==> config.mk <==
export PLATFORM = sky130hd
export DESIGN_NAME = running_stats_accumulator_flat
export DESIGN_NICKNAME = d
export VERILOG_FILES = /design/src/rtl/rsacc_pkg.sv /design/src/rtl/rsacc_intf.sv /design/src/rtl/running_stats_accumulator.sv /design/src/flat_wrapper.sv
export VERILOG_INCLUDE_DIRS = /design/src /design/src/rtl
export SDC_FILE = /design/constraint.sdc
export NUM_CORES = 2
export LEC_CHECK = 0
export ABC_AREA = 0
export ABC_CLOCK_PERIOD_IN_PS = 32100
export BUFFER_PORTS_ARGS = -buffer_cell sky130_fd_sc_hd__buf_2
export CORE_MARGIN = 2
export CORE_UTILIZATION = 30
export CTS_CLUSTER_SIZE = 12
export DETAILED_ROUTE_END_ITERATION = 8
export GPL_TIMING_DRIVEN = 1
export PLACE_DENSITY = 0.49
export SKIP_CTS_REPAIR_TIMING = 1
export SLEW_MARGIN = 10
export SYNTH_ARGS = -nofsm -noshare
export SYNTH_HDL_FRONTEND = slang
export SYNTH_SLANG_ARGS = --single-unit
==> constraint.sdc <==
create_clock -name clk_i -period 32.1 [get_ports clk_i]
set_input_delay 1.605 -clock clk_i [delete_from_list [all_inputs] [get_ports clk_i]]
set_output_delay 1.605 -clock clk_i [all_outputs]
set_load 0.02 [all_outputs]
==> src/rtl/running_stats_accumulator_macros.svh <==
// Assertion macros for the running statistics accumulator.
// Included by modules that check their own control logic; expects clk_i and rst_ni in scope.
`ifndef RUNNING_STATS_ACCUMULATOR_MACROS_SVH
`define RUNNING_STATS_ACCUMULATOR_MACROS_SVH
`ifndef SYNTHESIS
// same-cycle implication, off while in reset
`define RSACC_ASSERT_IMPL(lbl, ante, cons, msg) \
  lbl: assert property (@(posedge clk_i) disable iff (!rst_ni) (ante) |-> (cons)) \
    else $error(msg);
// next-cycle implication, off while in reset
`define RSACC_ASSERT_NEXT(lbl, ante, cons, msg) \
  lbl: assert property (@(posedge clk_i) disable iff (!rst_ni) (ante) |=> (cons)) \
    else $error(msg);
`else
`define RSACC_ASSERT_IMPL(lbl, ante, cons, msg)
`define RSACC_ASSERT_NEXT(lbl, ante, cons, msg)
`endif
`endif

==> src/rtl/rsacc_pkg.sv <==
// Shared types and constants of the running statistics accumulator.
// No dependencies; used by the channel interfaces and the top level.
package rsacc_pkg;

  // default configuration
  localparam int SAMPLE_WIDTH_DEF  = 32;
  localparam int FRACTION_BITS_DEF = 16;

  // fixed field widths
  localparam int ACT_W     = 1;
  localparam int VAL_W     = 32;
  localparam int FACTOR_W  = 17;
  localparam int COUNT_W   = 48;
  localparam int SUM_W     = 64;
  localparam int SQ_W      = 63;
  localparam int STD_W     = 31;

  // merge factor is Q1.16
  localparam int FACTOR_BITS = 16;

  // request action codes
  localparam logic [ACT_W-1:0] ACT_ADD   = 1'b0;
  localparam logic [ACT_W-1:0] ACT_MERGE = 1'b1;

  typedef struct packed {
    logic [ACT_W-1:0]           action;
    logic signed [VAL_W-1:0]    sample_value;
    logic [FACTOR_W-1:0]        merge_factor;
    logic [COUNT_W-1:0]         other_count;
    logic signed [SUM_W-1:0]    other_sum;
    logic [SQ_W-1:0]            other_sum_squares;
    logic signed [VAL_W-1:0]    other_min;
    logic signed [VAL_W-1:0]    other_max;
  } rsacc_in_t;

  typedef struct packed {
    logic [COUNT_W-1:0]         total_count;
    logic signed [SUM_W-1:0]    total_sum;
    logic signed [VAL_W-1:0]    mean_value;
    logic [STD_W-1:0]           std_deviation;
    logic signed [VAL_W-1:0]    min_value;
    logic signed [VAL_W-1:0]    max_value;
    logic                       saturated;
  } rsacc_out_t;

endpackage

==> src/rtl/rsacc_intf.sv <==
// Valid/ready channels of the running statistics accumulator.
// Depends on rsacc_pkg for the request and result payload types.
interface rsacc_in_if import rsacc_pkg::*; ();
  logic      valid;
  logic      ready;
  rsacc_in_t data;

  modport source (output valid, output data, input ready);
  modport sink   (input valid, input data, output ready);
endinterface

interface rsacc_out_if import rsacc_pkg::*; ();
  logic       valid;
  logic       ready;
  rsacc_out_t data;

  modport source (output valid, output data, input ready);
  modport sink   (input valid, input data, output ready);
endinterface

==> src/rtl/running_stats_accumulator.sv <==
// Running statistics accumulator: one request at a time; a merge request takes longer than a
// sample request, and either takes less when a quotient clamps or count is zero.
// The time is set by one bit-serial shift-add multiplier, a restoring divider (32 + 64 quotient
// bits) and a 32-step square root on one sequencer.
// The result register frees the sequencer: the next request is taken as soon as it is idle.
// Reset (rst_ni low, asynchronous) clears the record, the flag and all control state.
`include "running_stats_accumulator_macros.svh"

module running_stats_accumulator import rsacc_pkg::*; #(
  parameter int SAMPLE_WIDTH  = SAMPLE_WIDTH_DEF,
  parameter int FRACTION_BITS = FRACTION_BITS_DEF
) (
  input  logic        clk_i,
  input  logic        rst_ni,
  rsacc_in_if.sink    in_i,
  rsacc_out_if.source out_o
);

  typedef enum logic [2:0] {
    S_IDLE, S_MUL, S_APPLY, S_PREP_M, S_PREP_S, S_DIV, S_SQRT, S_OUT
  } state_e;

  typedef enum logic [2:0] {
    OP_SQR_SAMPLE, OP_SCALE_SUM, OP_SCALE_SQ, OP_SCALE_CNT, OP_SQR_MEAN
  } op_e;

  localparam int MUL_W    = 32;
  localparam int PROD_W   = SUM_W + MUL_W;
  localparam int MSH      = VAL_W - FRACTION_BITS;
  localparam int SSH      = SUM_W - 2 * FRACTION_BITS;
  localparam logic [5:0] MUL_LAST  = 6'(MUL_W - 1);
  localparam logic [5:0] DIVM_LAST = 6'(VAL_W - 1);
  localparam logic [5:0] DIVS_LAST = 6'(SUM_W - 1);
  localparam logic [5:0] SQRT_LAST = 6'(SUM_W / 2 - 1);
  localparam logic [COUNT_W-1:0] CNT_ONE   = COUNT_W'(64'd1 << FRACTION_BITS);
  localparam logic [SUM_W-1:0]   S64_MAX   = {1'b0, {(SUM_W-1){1'b1}}};
  localparam logic [SUM_W-1:0]   S64_MIN   = {1'b1, {(SUM_W-1){1'b0}}};
  localparam logic [SUM_W-1:0]   STD_MAX64 = SUM_W'({STD_W{1'b1}});
  localparam logic [VAL_W-1:0]   MEAN_POS  = {1'b0, {(VAL_W-1){1'b1}}};
  localparam logic [VAL_W-1:0]   MEAN_NEG  = {1'b1, {(VAL_W-1){1'b0}}};
  localparam logic [SUM_W-1:0]   SQRT_BIT0 = SUM_W'(64'd1 << (SUM_W - 2));

  // control
  state_e state_q, state_d;
  op_e    op_q, op_d;
  logic [5:0] cnt_q, cnt_d;
  logic   div_s_q, div_s_d;
  logic   out_valid_q, out_valid_d;

  // statistics record
  logic [COUNT_W-1:0]             count_q, count_d;
  logic [SUM_W-1:0]               sum_q, sum_d;
  logic [SQ_W-1:0]                sq_q, sq_d;
  logic signed [SAMPLE_WIDTH-1:0] min_q, min_d;
  logic signed [SAMPLE_WIDTH-1:0] max_q, max_d;
  logic                           ovf_q, ovf_d;

  // latched request
  logic signed [SAMPLE_WIDTH-1:0] sample_q, sample_d;
  logic [FACTOR_W-1:0]            f_q, f_d;
  logic [COUNT_W-1:0]             ocnt_q, ocnt_d;
  logic [SQ_W-1:0]                osq_q, osq_d;
  logic                           osum_neg_q, osum_neg_d;

  // serial multiplier, divider and root
  logic [SUM_W-1:0] mc_q, mc_d;
  logic [MUL_W-1:0] mp_q, mp_d;
  logic [SUM_W-1:0] ph_q, ph_d;
  logic [COUNT_W-1:0] rem_q, rem_d;
  logic [SUM_W-1:0] dz_q, dz_d;
  logic [VAL_W-1:0] m_q, m_d;
  logic [SUM_W-1:0] s_q, s_d;
  logic [SUM_W-1:0] sv_q, sv_d;
  logic [SUM_W-1:0] sres_q, sres_d;
  logic [SUM_W-1:0] sbit_q, sbit_d;
  logic [VAL_W-1:0] mean_q, mean_d;
  logic [STD_W-1:0] std_q, std_d;
  rsacc_out_t       out_q, out_d;

  // combinational helpers
  logic                           in_acc;
  logic                           empty;
  logic signed [SAMPLE_WIDTH-1:0] smp, lo_c, hi_c;
  logic [SUM_W-1:0]               smp_ext, smp_mag, osum_mag;
  logic [SUM_W:0]                 mul_sum;
  logic [PROD_W-1:0]              prod, prod_sh;
  logic                           scale_sat;
  logic [SUM_W-1:0]               scale_val;
  logic                           ssum_clip;
  logic [SUM_W-1:0]               ssum;
  logic [SUM_W-1:0]               sum_b, sq_b, cnt_b;
  logic [SUM_W:0]                 s65, q65, c65;
  logic                           ovf_sum, ovf_sq, ovf_cnt;
  logic [SUM_W-1:0]               sum_new;
  logic [SQ_W-1:0]                sq_new;
  logic [COUNT_W-1:0]             cnt_new;
  logic [SUM_W-1:0]               count64, sum_mag, sum_sh, sq64, sq_sh;
  logic [SUM_W-1:0]               rinit_m, rinit_s, zload_m, zload_s;
  logic [COUNT_W:0]               div_rt, div_diff;
  logic                           div_ge;
  logic [SUM_W-1:0]               dz_step;
  logic [SUM_W-1:0]               sq_mm, var_v;
  logic [SUM_W-1:0]               rt_t, sv_nx, sres_nx;
  logic                           rt_take;
  logic [STD_W-1:0]               std_fin;
  logic [VAL_W-1:0]               mm_clip, mean_fin;

  assign in_i.ready  = (state_q == S_IDLE);
  assign in_acc      = in_i.valid && in_i.ready;
  assign out_o.valid = out_valid_q;
  assign out_o.data  = out_q;

  // request decode: sample sign extension, magnitudes, min/max candidates
  assign empty    = (count_q == '0);
  assign smp      = in_i.data.sample_value[SAMPLE_WIDTH-1:0];
  assign smp_ext  = SUM_W'(smp);
  assign smp_mag  = smp_ext[SUM_W-1] ? (~smp_ext + 64'd1) : smp_ext;
  assign osum_mag = in_i.data.other_sum[SUM_W-1] ? (~in_i.data.other_sum + 64'd1)
                                                 : in_i.data.other_sum;
  assign lo_c = (in_i.data.action == ACT_MERGE) ? in_i.data.other_min[SAMPLE_WIDTH-1:0] : smp;
  assign hi_c = (in_i.data.action == ACT_MERGE) ? in_i.data.other_max[SAMPLE_WIDTH-1:0] : smp;

  // one shift-add step: add multiplicand on the low multiplier bit, shift right
  assign mul_sum = {1'b0, ph_q} + (mp_q[0] ? {1'b0, mc_q} : '0);
  assign prod    = {ph_q, mp_q};
  assign prod_sh = prod >> FRACTION_BITS;

  // scaled product: drop the factor's fraction, clamp to all ones
  assign scale_sat = |prod[PROD_W-1:FACTOR_BITS+SUM_W];
  assign scale_val = scale_sat ? '1 : prod[FACTOR_BITS +: SUM_W];
  assign ssum_clip = osum_neg_q ? (scale_val > S64_MIN) : scale_val[SUM_W-1];
  assign ssum      = osum_neg_q ? (ssum_clip ? S64_MIN : (~scale_val + 64'd1))
                                : (ssum_clip ? S64_MAX : scale_val);

  // accumulator adders with saturation
  assign sum_b = (op_q == OP_SQR_SAMPLE) ? SUM_W'(sample_q) : ssum;
  assign sq_b  = (op_q == OP_SQR_SAMPLE) ? SUM_W'(prod_sh[SQ_W-1:0]) : scale_val;
  assign cnt_b = (op_q == OP_SQR_SAMPLE) ? SUM_W'(CNT_ONE) : scale_val;

  assign s65     = {sum_q[SUM_W-1], sum_q} + {sum_b[SUM_W-1], sum_b};
  assign ovf_sum = s65[SUM_W] ^ s65[SUM_W-1];
  assign sum_new = ovf_sum ? (s65[SUM_W] ? S64_MIN : S64_MAX) : s65[SUM_W-1:0];

  assign q65    = {2'b00, sq_q} + {1'b0, sq_b};
  assign ovf_sq = q65[SUM_W] | q65[SUM_W-1];
  assign sq_new = ovf_sq ? '1 : q65[SQ_W-1:0];

  assign c65     = {{(SUM_W-COUNT_W+1){1'b0}}, count_q} + {1'b0, cnt_b};
  assign ovf_cnt = |c65[SUM_W:COUNT_W];
  assign cnt_new = ovf_cnt ? '1 : c65[COUNT_W-1:0];

  // divider set-up: high part is the starting remainder, low part is shifted in
  assign count64 = SUM_W'(count_q);
  assign sum_mag = sum_q[SUM_W-1] ? (~sum_q + 64'd1) : sum_q;
  assign sum_sh  = sum_mag << FRACTION_BITS;
  assign rinit_m = sum_mag >> MSH;
  assign zload_m = {sum_sh[VAL_W-1:0], {(SUM_W-VAL_W){1'b0}}};
  assign sq64    = {1'b0, sq_q};
  assign sq_sh   = sq64 << (2 * FRACTION_BITS);
  assign rinit_s = sq64 >> SSH;
  assign zload_s = sq_sh;

  // one restoring division step
  assign div_rt   = {rem_q, dz_q[SUM_W-1]};
  assign div_ge   = (div_rt >= {1'b0, count_q});
  assign div_diff = div_rt - {1'b0, count_q};
  assign dz_step  = {dz_q[SUM_W-2:0], div_ge};

  // variance with the negative case repaired to zero
  assign sq_mm = prod[SUM_W-1:0];
  assign var_v = (s_q > sq_mm) ? (s_q - sq_mm) : '0;

  // one square root step, two radicand bits per cycle
  assign rt_t    = sres_q + sbit_q;
  assign rt_take = (sv_q >= rt_t);
  assign sv_nx   = rt_take ? (sv_q - rt_t) : sv_q;
  assign sres_nx = rt_take ? ((sres_q >> 1) + sbit_q) : (sres_q >> 1);
  assign std_fin = (sres_nx > STD_MAX64) ? '1 : sres_nx[STD_W-1:0];

  // signed, clamped mean
  assign mm_clip  = (m_q > MEAN_NEG) ? MEAN_NEG : m_q;
  assign mean_fin = sum_q[SUM_W-1] ? (~mm_clip + 32'd1)
                                   : ((m_q > MEAN_POS) ? MEAN_POS : m_q);

  // sequencer
  always_comb begin
    state_d     = state_q;
    op_d        = op_q;
    cnt_d       = cnt_q;
    div_s_d     = div_s_q;
    out_valid_d = out_valid_q;
    count_d     = count_q;
    sum_d       = sum_q;
    sq_d        = sq_q;
    min_d       = min_q;
    max_d       = max_q;
    ovf_d       = ovf_q;
    sample_d    = sample_q;
    f_d         = f_q;
    ocnt_d      = ocnt_q;
    osq_d       = osq_q;
    osum_neg_d  = osum_neg_q;
    mc_d        = mc_q;
    mp_d        = mp_q;
    ph_d        = ph_q;
    rem_d       = rem_q;
    dz_d        = dz_q;
    m_d         = m_q;
    s_d         = s_q;
    sv_d        = sv_q;
    sres_d      = sres_q;
    sbit_d      = sbit_q;
    mean_d      = mean_q;
    std_d       = std_q;
    out_d       = out_q;

    if (out_valid_q && out_o.ready) begin
      out_valid_d = 1'b0;
    end

    case (state_q)
      S_IDLE: begin
        if (in_acc) begin
          sample_d   = smp;
          f_d        = in_i.data.merge_factor;
          ocnt_d     = in_i.data.other_count;
          osq_d      = in_i.data.other_sum_squares;
          osum_neg_d = in_i.data.other_sum[SUM_W-1];
          // an empty record takes the new extremes outright
          if (empty || (min_q > lo_c)) begin
            min_d = lo_c;
          end
          if (empty || (max_q < hi_c)) begin
            max_d = hi_c;
          end
          ph_d    = '0;
          cnt_d   = MUL_LAST;
          state_d = S_MUL;
          if (in_i.data.action == ACT_MERGE) begin
            mc_d = osum_mag;
            mp_d = MUL_W'(in_i.data.merge_factor);
            op_d = OP_SCALE_SUM;
          end else begin
            mc_d = smp_mag;
            mp_d = smp_mag[MUL_W-1:0];
            op_d = OP_SQR_SAMPLE;
          end
        end
      end

      S_MUL: begin
        ph_d  = mul_sum[SUM_W:1];
        mp_d  = {mul_sum[0], mp_q[MUL_W-1:1]};
        cnt_d = cnt_q - 6'd1;
        if (cnt_q == '0) begin
          state_d = S_APPLY;
        end
      end

      S_APPLY: begin
        case (op_q)
          OP_SQR_SAMPLE: begin
            sum_d   = sum_new;
            sq_d    = sq_new;
            count_d = cnt_new;
            ovf_d   = ovf_q | ovf_sum | ovf_sq | ovf_cnt;
            state_d = S_PREP_M;
          end
          OP_SCALE_SUM: begin
            sum_d   = sum_new;
            ovf_d   = ovf_q | scale_sat | ssum_clip | ovf_sum;
            mc_d    = SUM_W'(osq_q);
            mp_d    = MUL_W'(f_q);
            ph_d    = '0;
            cnt_d   = MUL_LAST;
            op_d    = OP_SCALE_SQ;
            state_d = S_MUL;
          end
          OP_SCALE_SQ: begin
            sq_d    = sq_new;
            ovf_d   = ovf_q | scale_sat | ovf_sq;
            mc_d    = SUM_W'(ocnt_q);
            mp_d    = MUL_W'(f_q);
            ph_d    = '0;
            cnt_d   = MUL_LAST;
            op_d    = OP_SCALE_CNT;
            state_d = S_MUL;
          end
          OP_SCALE_CNT: begin
            count_d = cnt_new;
            ovf_d   = ovf_q | scale_sat | ovf_cnt;
            state_d = S_PREP_M;
          end
          OP_SQR_MEAN: begin
            sv_d    = var_v;
            sres_d  = '0;
            sbit_d  = SQRT_BIT0;
            cnt_d   = SQRT_LAST;
            state_d = S_SQRT;
          end
          default: begin
            state_d = S_IDLE;
          end
        endcase
      end

      // mean magnitude: |sum| * 2^F / count, clamped to 32 bits; an empty record gives zero mean and deviation
      S_PREP_M: begin
        if (count_q == '0) begin
          mean_d  = '0;
          std_d   = '0;
          state_d = S_OUT;
        end else if (rinit_m >= count64) begin
          m_d     = '1;
          state_d = S_PREP_S;
        end else begin
          rem_d   = rinit_m[COUNT_W-1:0];
          dz_d    = zload_m;
          cnt_d   = DIVM_LAST;
          div_s_d = 1'b0;
          state_d = S_DIV;
        end
      end

      // mean square: squares * 2^2F / count, clamped to 64 bits
      S_PREP_S: begin
        if (rinit_s >= count64) begin
          s_d     = '1;
          mc_d    = SUM_W'(m_q);
          mp_d    = m_q;
          ph_d    = '0;
          cnt_d   = MUL_LAST;
          op_d    = OP_SQR_MEAN;
          state_d = S_MUL;
        end else begin
          rem_d   = rinit_s[COUNT_W-1:0];
          dz_d    = zload_s;
          cnt_d   = DIVS_LAST;
          div_s_d = 1'b1;
          state_d = S_DIV;
        end
      end

      S_DIV: begin
        rem_d = div_ge ? div_diff[COUNT_W-1:0] : div_rt[COUNT_W-1:0];
        dz_d  = dz_step;
        cnt_d = cnt_q - 6'd1;
        if (cnt_q == '0) begin
          if (!div_s_q) begin
            m_d     = dz_step[VAL_W-1:0];
            state_d = S_PREP_S;
          end else begin
            s_d     = dz_step;
            mc_d    = SUM_W'(m_q);
            mp_d    = m_q;
            ph_d    = '0;
            cnt_d   = MUL_LAST;
            op_d    = OP_SQR_MEAN;
            state_d = S_MUL;
          end
        end
      end

      S_SQRT: begin
        sv_d   = sv_nx;
        sres_d = sres_nx;
        sbit_d = sbit_q >> 2;
        cnt_d  = cnt_q - 6'd1;
        if (cnt_q == '0) begin
          std_d   = std_fin;
          mean_d  = mean_fin;
          state_d = S_OUT;
        end
      end

      // hand the result to the output register once it is free
      S_OUT: begin
        if (!out_valid_q || out_o.ready) begin
          out_d.total_count   = count_q;
          out_d.total_sum     = sum_q;
          out_d.mean_value    = mean_q;
          out_d.std_deviation = std_q;
          out_d.min_value     = VAL_W'(min_q);
          out_d.max_value     = VAL_W'(max_q);
          out_d.saturated     = ovf_q;
          out_valid_d         = 1'b1;
          state_d             = S_IDLE;
        end
      end

      default: begin
        state_d = S_IDLE;
      end
    endcase
  end

  // control state, record and result valid
  always_ff @(posedge clk_i or negedge rst_ni) begin
    if (!rst_ni) begin
      state_q     <= S_IDLE;
      op_q        <= OP_SQR_SAMPLE;
      cnt_q       <= '0;
      div_s_q     <= 1'b0;
      out_valid_q <= 1'b0;
      count_q     <= '0;
      sum_q       <= '0;
      sq_q        <= '0;
      min_q       <= '0;
      max_q       <= '0;
      ovf_q       <= 1'b0;
    end else begin
      state_q     <= state_d;
      op_q        <= op_d;
      cnt_q       <= cnt_d;
      div_s_q     <= div_s_d;
      out_valid_q <= out_valid_d;
      count_q     <= count_d;
      sum_q       <= sum_d;
      sq_q        <= sq_d;
      min_q       <= min_d;
      max_q       <= max_d;
      ovf_q       <= ovf_d;
    end
  end

  // datapath and result payload, no reset
  always_ff @(posedge clk_i) begin
    sample_q   <= sample_d;
    f_q        <= f_d;
    ocnt_q     <= ocnt_d;
    osq_q      <= osq_d;
    osum_neg_q <= osum_neg_d;
    mc_q       <= mc_d;
    mp_q       <= mp_d;
    ph_q       <= ph_d;
    rem_q      <= rem_d;
    dz_q       <= dz_d;
    m_q        <= m_d;
    s_q        <= s_d;
    sv_q       <= sv_d;
    sres_q     <= sres_d;
    sbit_q     <= sbit_d;
    mean_q     <= mean_d;
    std_q      <= std_d;
    out_q      <= out_d;
  end

  // checks
  `RSACC_ASSERT_NEXT(a_one_request, in_i.valid && in_i.ready, !in_i.ready, "second request taken while busy")
  `RSACC_ASSERT_NEXT(a_sat_sticky, ovf_q, ovf_q, "saturation flag cleared without reset")
  `RSACC_ASSERT_IMPL(a_div_rem, state_q == S_DIV, rem_q < count_q, "divider remainder not below count")
  `RSACC_ASSERT_IMPL(a_zero_count, out_o.valid && (out_o.data.total_count == '0), (out_o.data.mean_value == '0) && (out_o.data.std_deviation == '0), "nonzero mean or deviation with empty record")

endmodule
==> src/flat_wrapper.sv <==
// flat-port wrapper written by rule: the top's interface ports become plain ports
module running_stats_accumulator_flat import rsacc_pkg::*;
#(
  parameter int SAMPLE_WIDTH  = SAMPLE_WIDTH_DEF,
  parameter int FRACTION_BITS = FRACTION_BITS_DEF
)
  (clk_i, rst_ni, in_i_valid, in_i_data, in_i_ready, out_o_valid, out_o_data, out_o_ready);
  rsacc_in_if in_i_i ();
  rsacc_out_if out_o_i ();
  input  logic clk_i;
  input  logic rst_ni;
  input wire logic [$bits(in_i_i.valid)-1:0] in_i_valid;
  input wire logic [$bits(in_i_i.data)-1:0] in_i_data;
  output wire logic [$bits(in_i_i.ready)-1:0] in_i_ready;
  output wire logic [$bits(out_o_i.valid)-1:0] out_o_valid;
  output wire logic [$bits(out_o_i.data)-1:0] out_o_data;
  input wire logic [$bits(out_o_i.ready)-1:0] out_o_ready;
  assign in_i_i.valid = in_i_valid;
  assign in_i_i.data = in_i_data;
  assign in_i_ready = in_i_i.ready;
  assign out_o_valid = out_o_i.valid;
  assign out_o_data = out_o_i.data;
  assign out_o_i.ready = out_o_ready;
  running_stats_accumulator #(.SAMPLE_WIDTH(SAMPLE_WIDTH), .FRACTION_BITS(FRACTION_BITS)) u_core (.clk_i(clk_i), .rst_ni(rst_ni), .in_i(in_i_i), .out_o(out_o_i));
endmodule
==> metrics list <==
- Clk_lat worst skew: 0.87 ns
- Among the stages of the critical path, the cell type that occurs most often is sky130_fd_sc_hd__o21ai_0.
- Unrepaired setup endpoints after global routing: no
- Pin count of the biggest net entering global routing: 114
* Number of warnings printed during yosys synthesis: 0
* Count of pins over their slew limit: 0
* Transition time of the tightest slew-check pin: 1.22 ns
- Summed instance area of the synthesized netlist: 86200 um2
* Total number of vias: 75.2k
- Via count of the first global-routing pass: 72.7k
* DP Cell Count: 13.1k
- For this run, the post-layout net count is 10.4k.
* CTS Buf Count: 162
* H-tree depth: 4
- The flow ran to the end, and the final reports show no timing, DRC or antenna violations.
* Net count after synthesis: 10.1k
- Subtracting the final worst setup slack from the clock period gives 10.92 ns.
* Hold Violations, Final: 0
- The slowest stage of the critical path is the sky130_fd_sc_hd__nor2_1 cell.
* Capturing element type of the critical path: register
- The finished cells cover 98300 um2.
- Post-route DRC violation count: 0
- At the end of the flow the core is filled with cells to 34.4%.
* DR iter-0 viols: 7481
- Of the cells placed in the final design, the portion with a size suffix greater than 1 is 10.8%.
* FF-to-FF path depth: 31
- Reg-to-Reg End: u_core.sum_q[53]
* Proportion of synthesized chip area in sequential cells: 41.9%
* Site Rows: 196
- Hold Path Cell Cnt: 0
* Setup total negative slack: 0 ns
* Total congestion overflow after global routing: 0
- Core Footprint: 285000 um2
- Clock-pin transition on the worst setup and hold timing paths: 0.06 ns
* FF+latch count, synth: 1246
* Synth-to-Final Area Change: 14.0%
- The placed instances occupy a cell area of 93100 um2.
- In this run the remaining antenna-violating nets after routing total 0.
* Startpoint Class: register
* Final weighted congestion in routability-driven placement: 0.958
* Count of max-cap constraint violations: 0
- The path with the worst hold slack has its endpoint at u_core.out_o.data[69].
- VDD IR max: 0.0000586 V
* Cell with the most instances after synthesis: sky130_fd_sc_hd__edfxtp_1
* Min-Delay Startpoint: u_core.std_q[4]
- In this run the critical register-to-register path is launched from u_core.ph_q[60].
- Maximum clock insertion buffer count: 4
- By startpoint and endpoint, the worst setup path is classified as reg2reg.
- Leakage power of the design: 38.9 nW
* Proportion of synthesized flip-flops having asynchronous set or reset: 20.4%
* Die height: 540 um
* Worst hold path class: reg2reg
- After synthesis, the mean cell area works out to 9.45 um2.
* Width of the die: 540 um
- Area leader, netlist: sky130_fd_sc_hd__edfxtp_1
* Count of endpoints failing setup in the final report: 0
* Number of top-level pins: 535
- Clock tree root buffer cell: sky130_fd_sc_hd__clkbuf_16
- The clock arrives with 0.0926 ns of skew.
* Die footprint: 292000 um2
- The number of antenna violations at the first check in global routing was 69.
- Highest net fanout along the worst path: 53
* Data required time of the critical path: 32.79 ns
- Count of flip-flops with a built-in enable after synthesis: 992
* Internal reg-to-reg setup slack: 21.18 ns
* Leading post-synthesis cells by instance count: sky130_fd_sc_hd__edfxtp_1, sky130_fd_sc_hd__a21oi_1, sky130_fd_sc_hd__nor2_1
- Dividing total power by cell area gives a power density of 124 nW/um2.
* Count of cell types in the netlist: 93
* Synth Flop Type: sky130_fd_sc_hd__edfxtp_1
- Critical path launch point: u_core.ph_q[60]
* Highest clock rate: 91.5 MHz
* GRT Total Usage: 23.6%
* Router iterations before antenna repair: 6
- Delay of the slowest cell on the worst path: 0.92 ns
* Detailed placer's ending HPWL: 277000 um
- Slew margin rel.: 18.5%
* CP arrival: 11.62 ns
- Cell Count, Final, Fillers Out: 13.4k
- CTS tree: built
* Main area contributors after synthesis: sky130_fd_sc_hd__edfxtp_1, sky130_fd_sc_hd__ha_1, sky130_fd_sc_hd__dfrtp_1
- Of the post-synthesis cell area, the dominant cell type holds 34.5%.
* Synthesized instance count: 9129
- Vias per inst: 5.60
- Number of buffers added on ports: 534
* Clock Sinks: 1246
- Final wirelength: 357000 um
* First-pass GRT wire length: 513000 um
- Initial Util: 30.2%
* Final clock period utilization by the worst path: 34.0%
- After detailed routing, the average wire length per cell comes to 26.6 um.
per-stage QoR:
stage               hold slack, ns  total power, mW  worst slack, ns
global placement             0.405             10.3            21.71
CTS                          0.408             12.2            21.36
global route                 0.417             13.0            20.41
floorplan                    0.400             7.91            18.97
finish                       0.411             12.2            21.18
detailed placement           0.405             10.3            21.49
cells in the final DEF, fill, tap and decap left out, types with 41 or more instances in the layout:
cell                          n
sky130_fd_sc_hd__mux2i_1    143
sky130_fd_sc_hd__or4_1       48
sky130_fd_sc_hd__edfxtp_1   992
sky130_fd_sc_hd__nand4_1    134
sky130_fd_sc_hd__nor2b_1     93
sky130_fd_sc_hd__a21oi_1    812
sky130_fd_sc_hd__o21ai_0    670
sky130_fd_sc_hd__buf_4      121
sky130_fd_sc_hd__inv_1      347
sky130_fd_sc_hd__nand2_1    675
sky130_fd_sc_hd__a31oi_1    202
sky130_fd_sc_hd__o22ai_1     80
sky130_fd_sc_hd__dfrtp_1    251
sky130_fd_sc_hd__clkbuf_16  167
sky130_fd_sc_hd__o41ai_1     41
sky130_fd_sc_hd__o21a_1      88
sky130_fd_sc_hd__nand2b_1    87
sky130_fd_sc_hd__a21o_1     307
sky130_fd_sc_hd__a211oi_1    87
sky130_fd_sc_hd__nor3_1     147
sky130_fd_sc_hd__nor2_1     787
sky130_fd_sc_hd__nor4_1      89
sky130_fd_sc_hd__and2_1     125
sky130_fd_sc_hd__or3_1      155
sky130_fd_sc_hd__and3_1      90
sky130_fd_sc_hd__o31ai_1     83
sky130_fd_sc_hd__o21bai_1    73
sky130_fd_sc_hd__ha_1       629
sky130_fd_sc_hd__o211ai_1    65
sky130_fd_sc_hd__maj3_1      47
sky130_fd_sc_hd__buf_2      532
sky130_fd_sc_hd__xor2_1     300
sky130_fd_sc_hd__xnor2_1    348
sky130_fd_sc_hd__nand3_1    130
worst max-delay path, delay by kind of cell (launching register included):
| kind | cells | cell delay [ns] |
|---|---|---|
| AO/OA/AOI/OAI | 15 | 4.75 |
| AND/OR/NAND/NOR | 10 | 3.73 |
| buffers and inverters | 3 | 0.94 |
| adder cells (fa/ha/maj) | 2 | 0.69 |
| flip-flops | 1 | 0.41 |
| XOR/XNOR | 1 | 0.11 |
registers in the layout, summed over array words and instances, names as in the netlist, 6 cells and up:
register           flops
u_core.min_q          32
u_core.mc_q           64
u_core.sv_q           64
u_core.cnt_q           6
u_core.osq_q          63
u_core.sq_q           63
u_core.sbit_q         32
u_core.sum_q          64
u_core.s_q            64
u_core.m_q            32
u_core.mean_q         32
u_core.std_q          31
u_core.f_q            17
u_core.ph_q           64
u_core.rem_q          48
u_core.max_q          32
u_core.sample_q       32
u_core.count_q        48
u_core.out_o.data    240
u_core.sres_q         64
u_core.mp_q           32
u_core.dz_q           64
u_core.ocnt_q         48
where the power goes:
group	switching (mW)	internal, mW	total, mW
Combinational	4.73	2.68	7.41
Clock	0.756	1.07	1.82
Sequential	0.551	2.43	2.98
Total	6.04	6.18	12.2
area by class of cell:
type | count | area, um2
Antenna cell | 33 | 82.6
Sequential cell | 1246 | 36200
Multi-Input combinational cell | 7082 | 47300
Clock inverter | 72 | 707
Clock buffer | 212 | 4430
Tap cell | 3762 | 4710
Timing Repair Buffer | 655 | 3610
Inverter | 353 | 1330
Fill cell | 29200 | 187000
worst max path at each step:
stage	slack (ns)	end
finish	21.18	u_core.sum_q[53]
global route	20.41	u_core.sum_q[53]
CTS	21.36	u_core.sum_q[41]
detailed placement	21.49	u_core.sum_q[41]
global placement	21.71	u_core.sum_q[55]
floorplan	18.97	u_core.out_o.data[0]
per-layer routing:
layer	routed length, um	track usage [%]	up-vias
li1	-	-	35000
met1	155000	31.3	36800
met2	165000	38.6	2762
met3	23500	3.95	541
met4	13200	8.03	28
met5	168	0	-
cell families (layout without fill, tap and decap cells):
logic type                 after synthesis  in the layout  synth area share (%)
other                                    0             33                     0
AOI/OAI and AO/OA                     2892           2892                  21.1
and+or+nand+nor                       2703           2703                  15.2
adders and majority gates              683            683                  9.84
xor gates and xnor gates               649            649                  6.59
DFF                                   1246           1246                  41.9
buffers and inverters                  801           1292                  3.49
muxes                                  155            155                  1.82
Power figures use the tool's default switching activity.
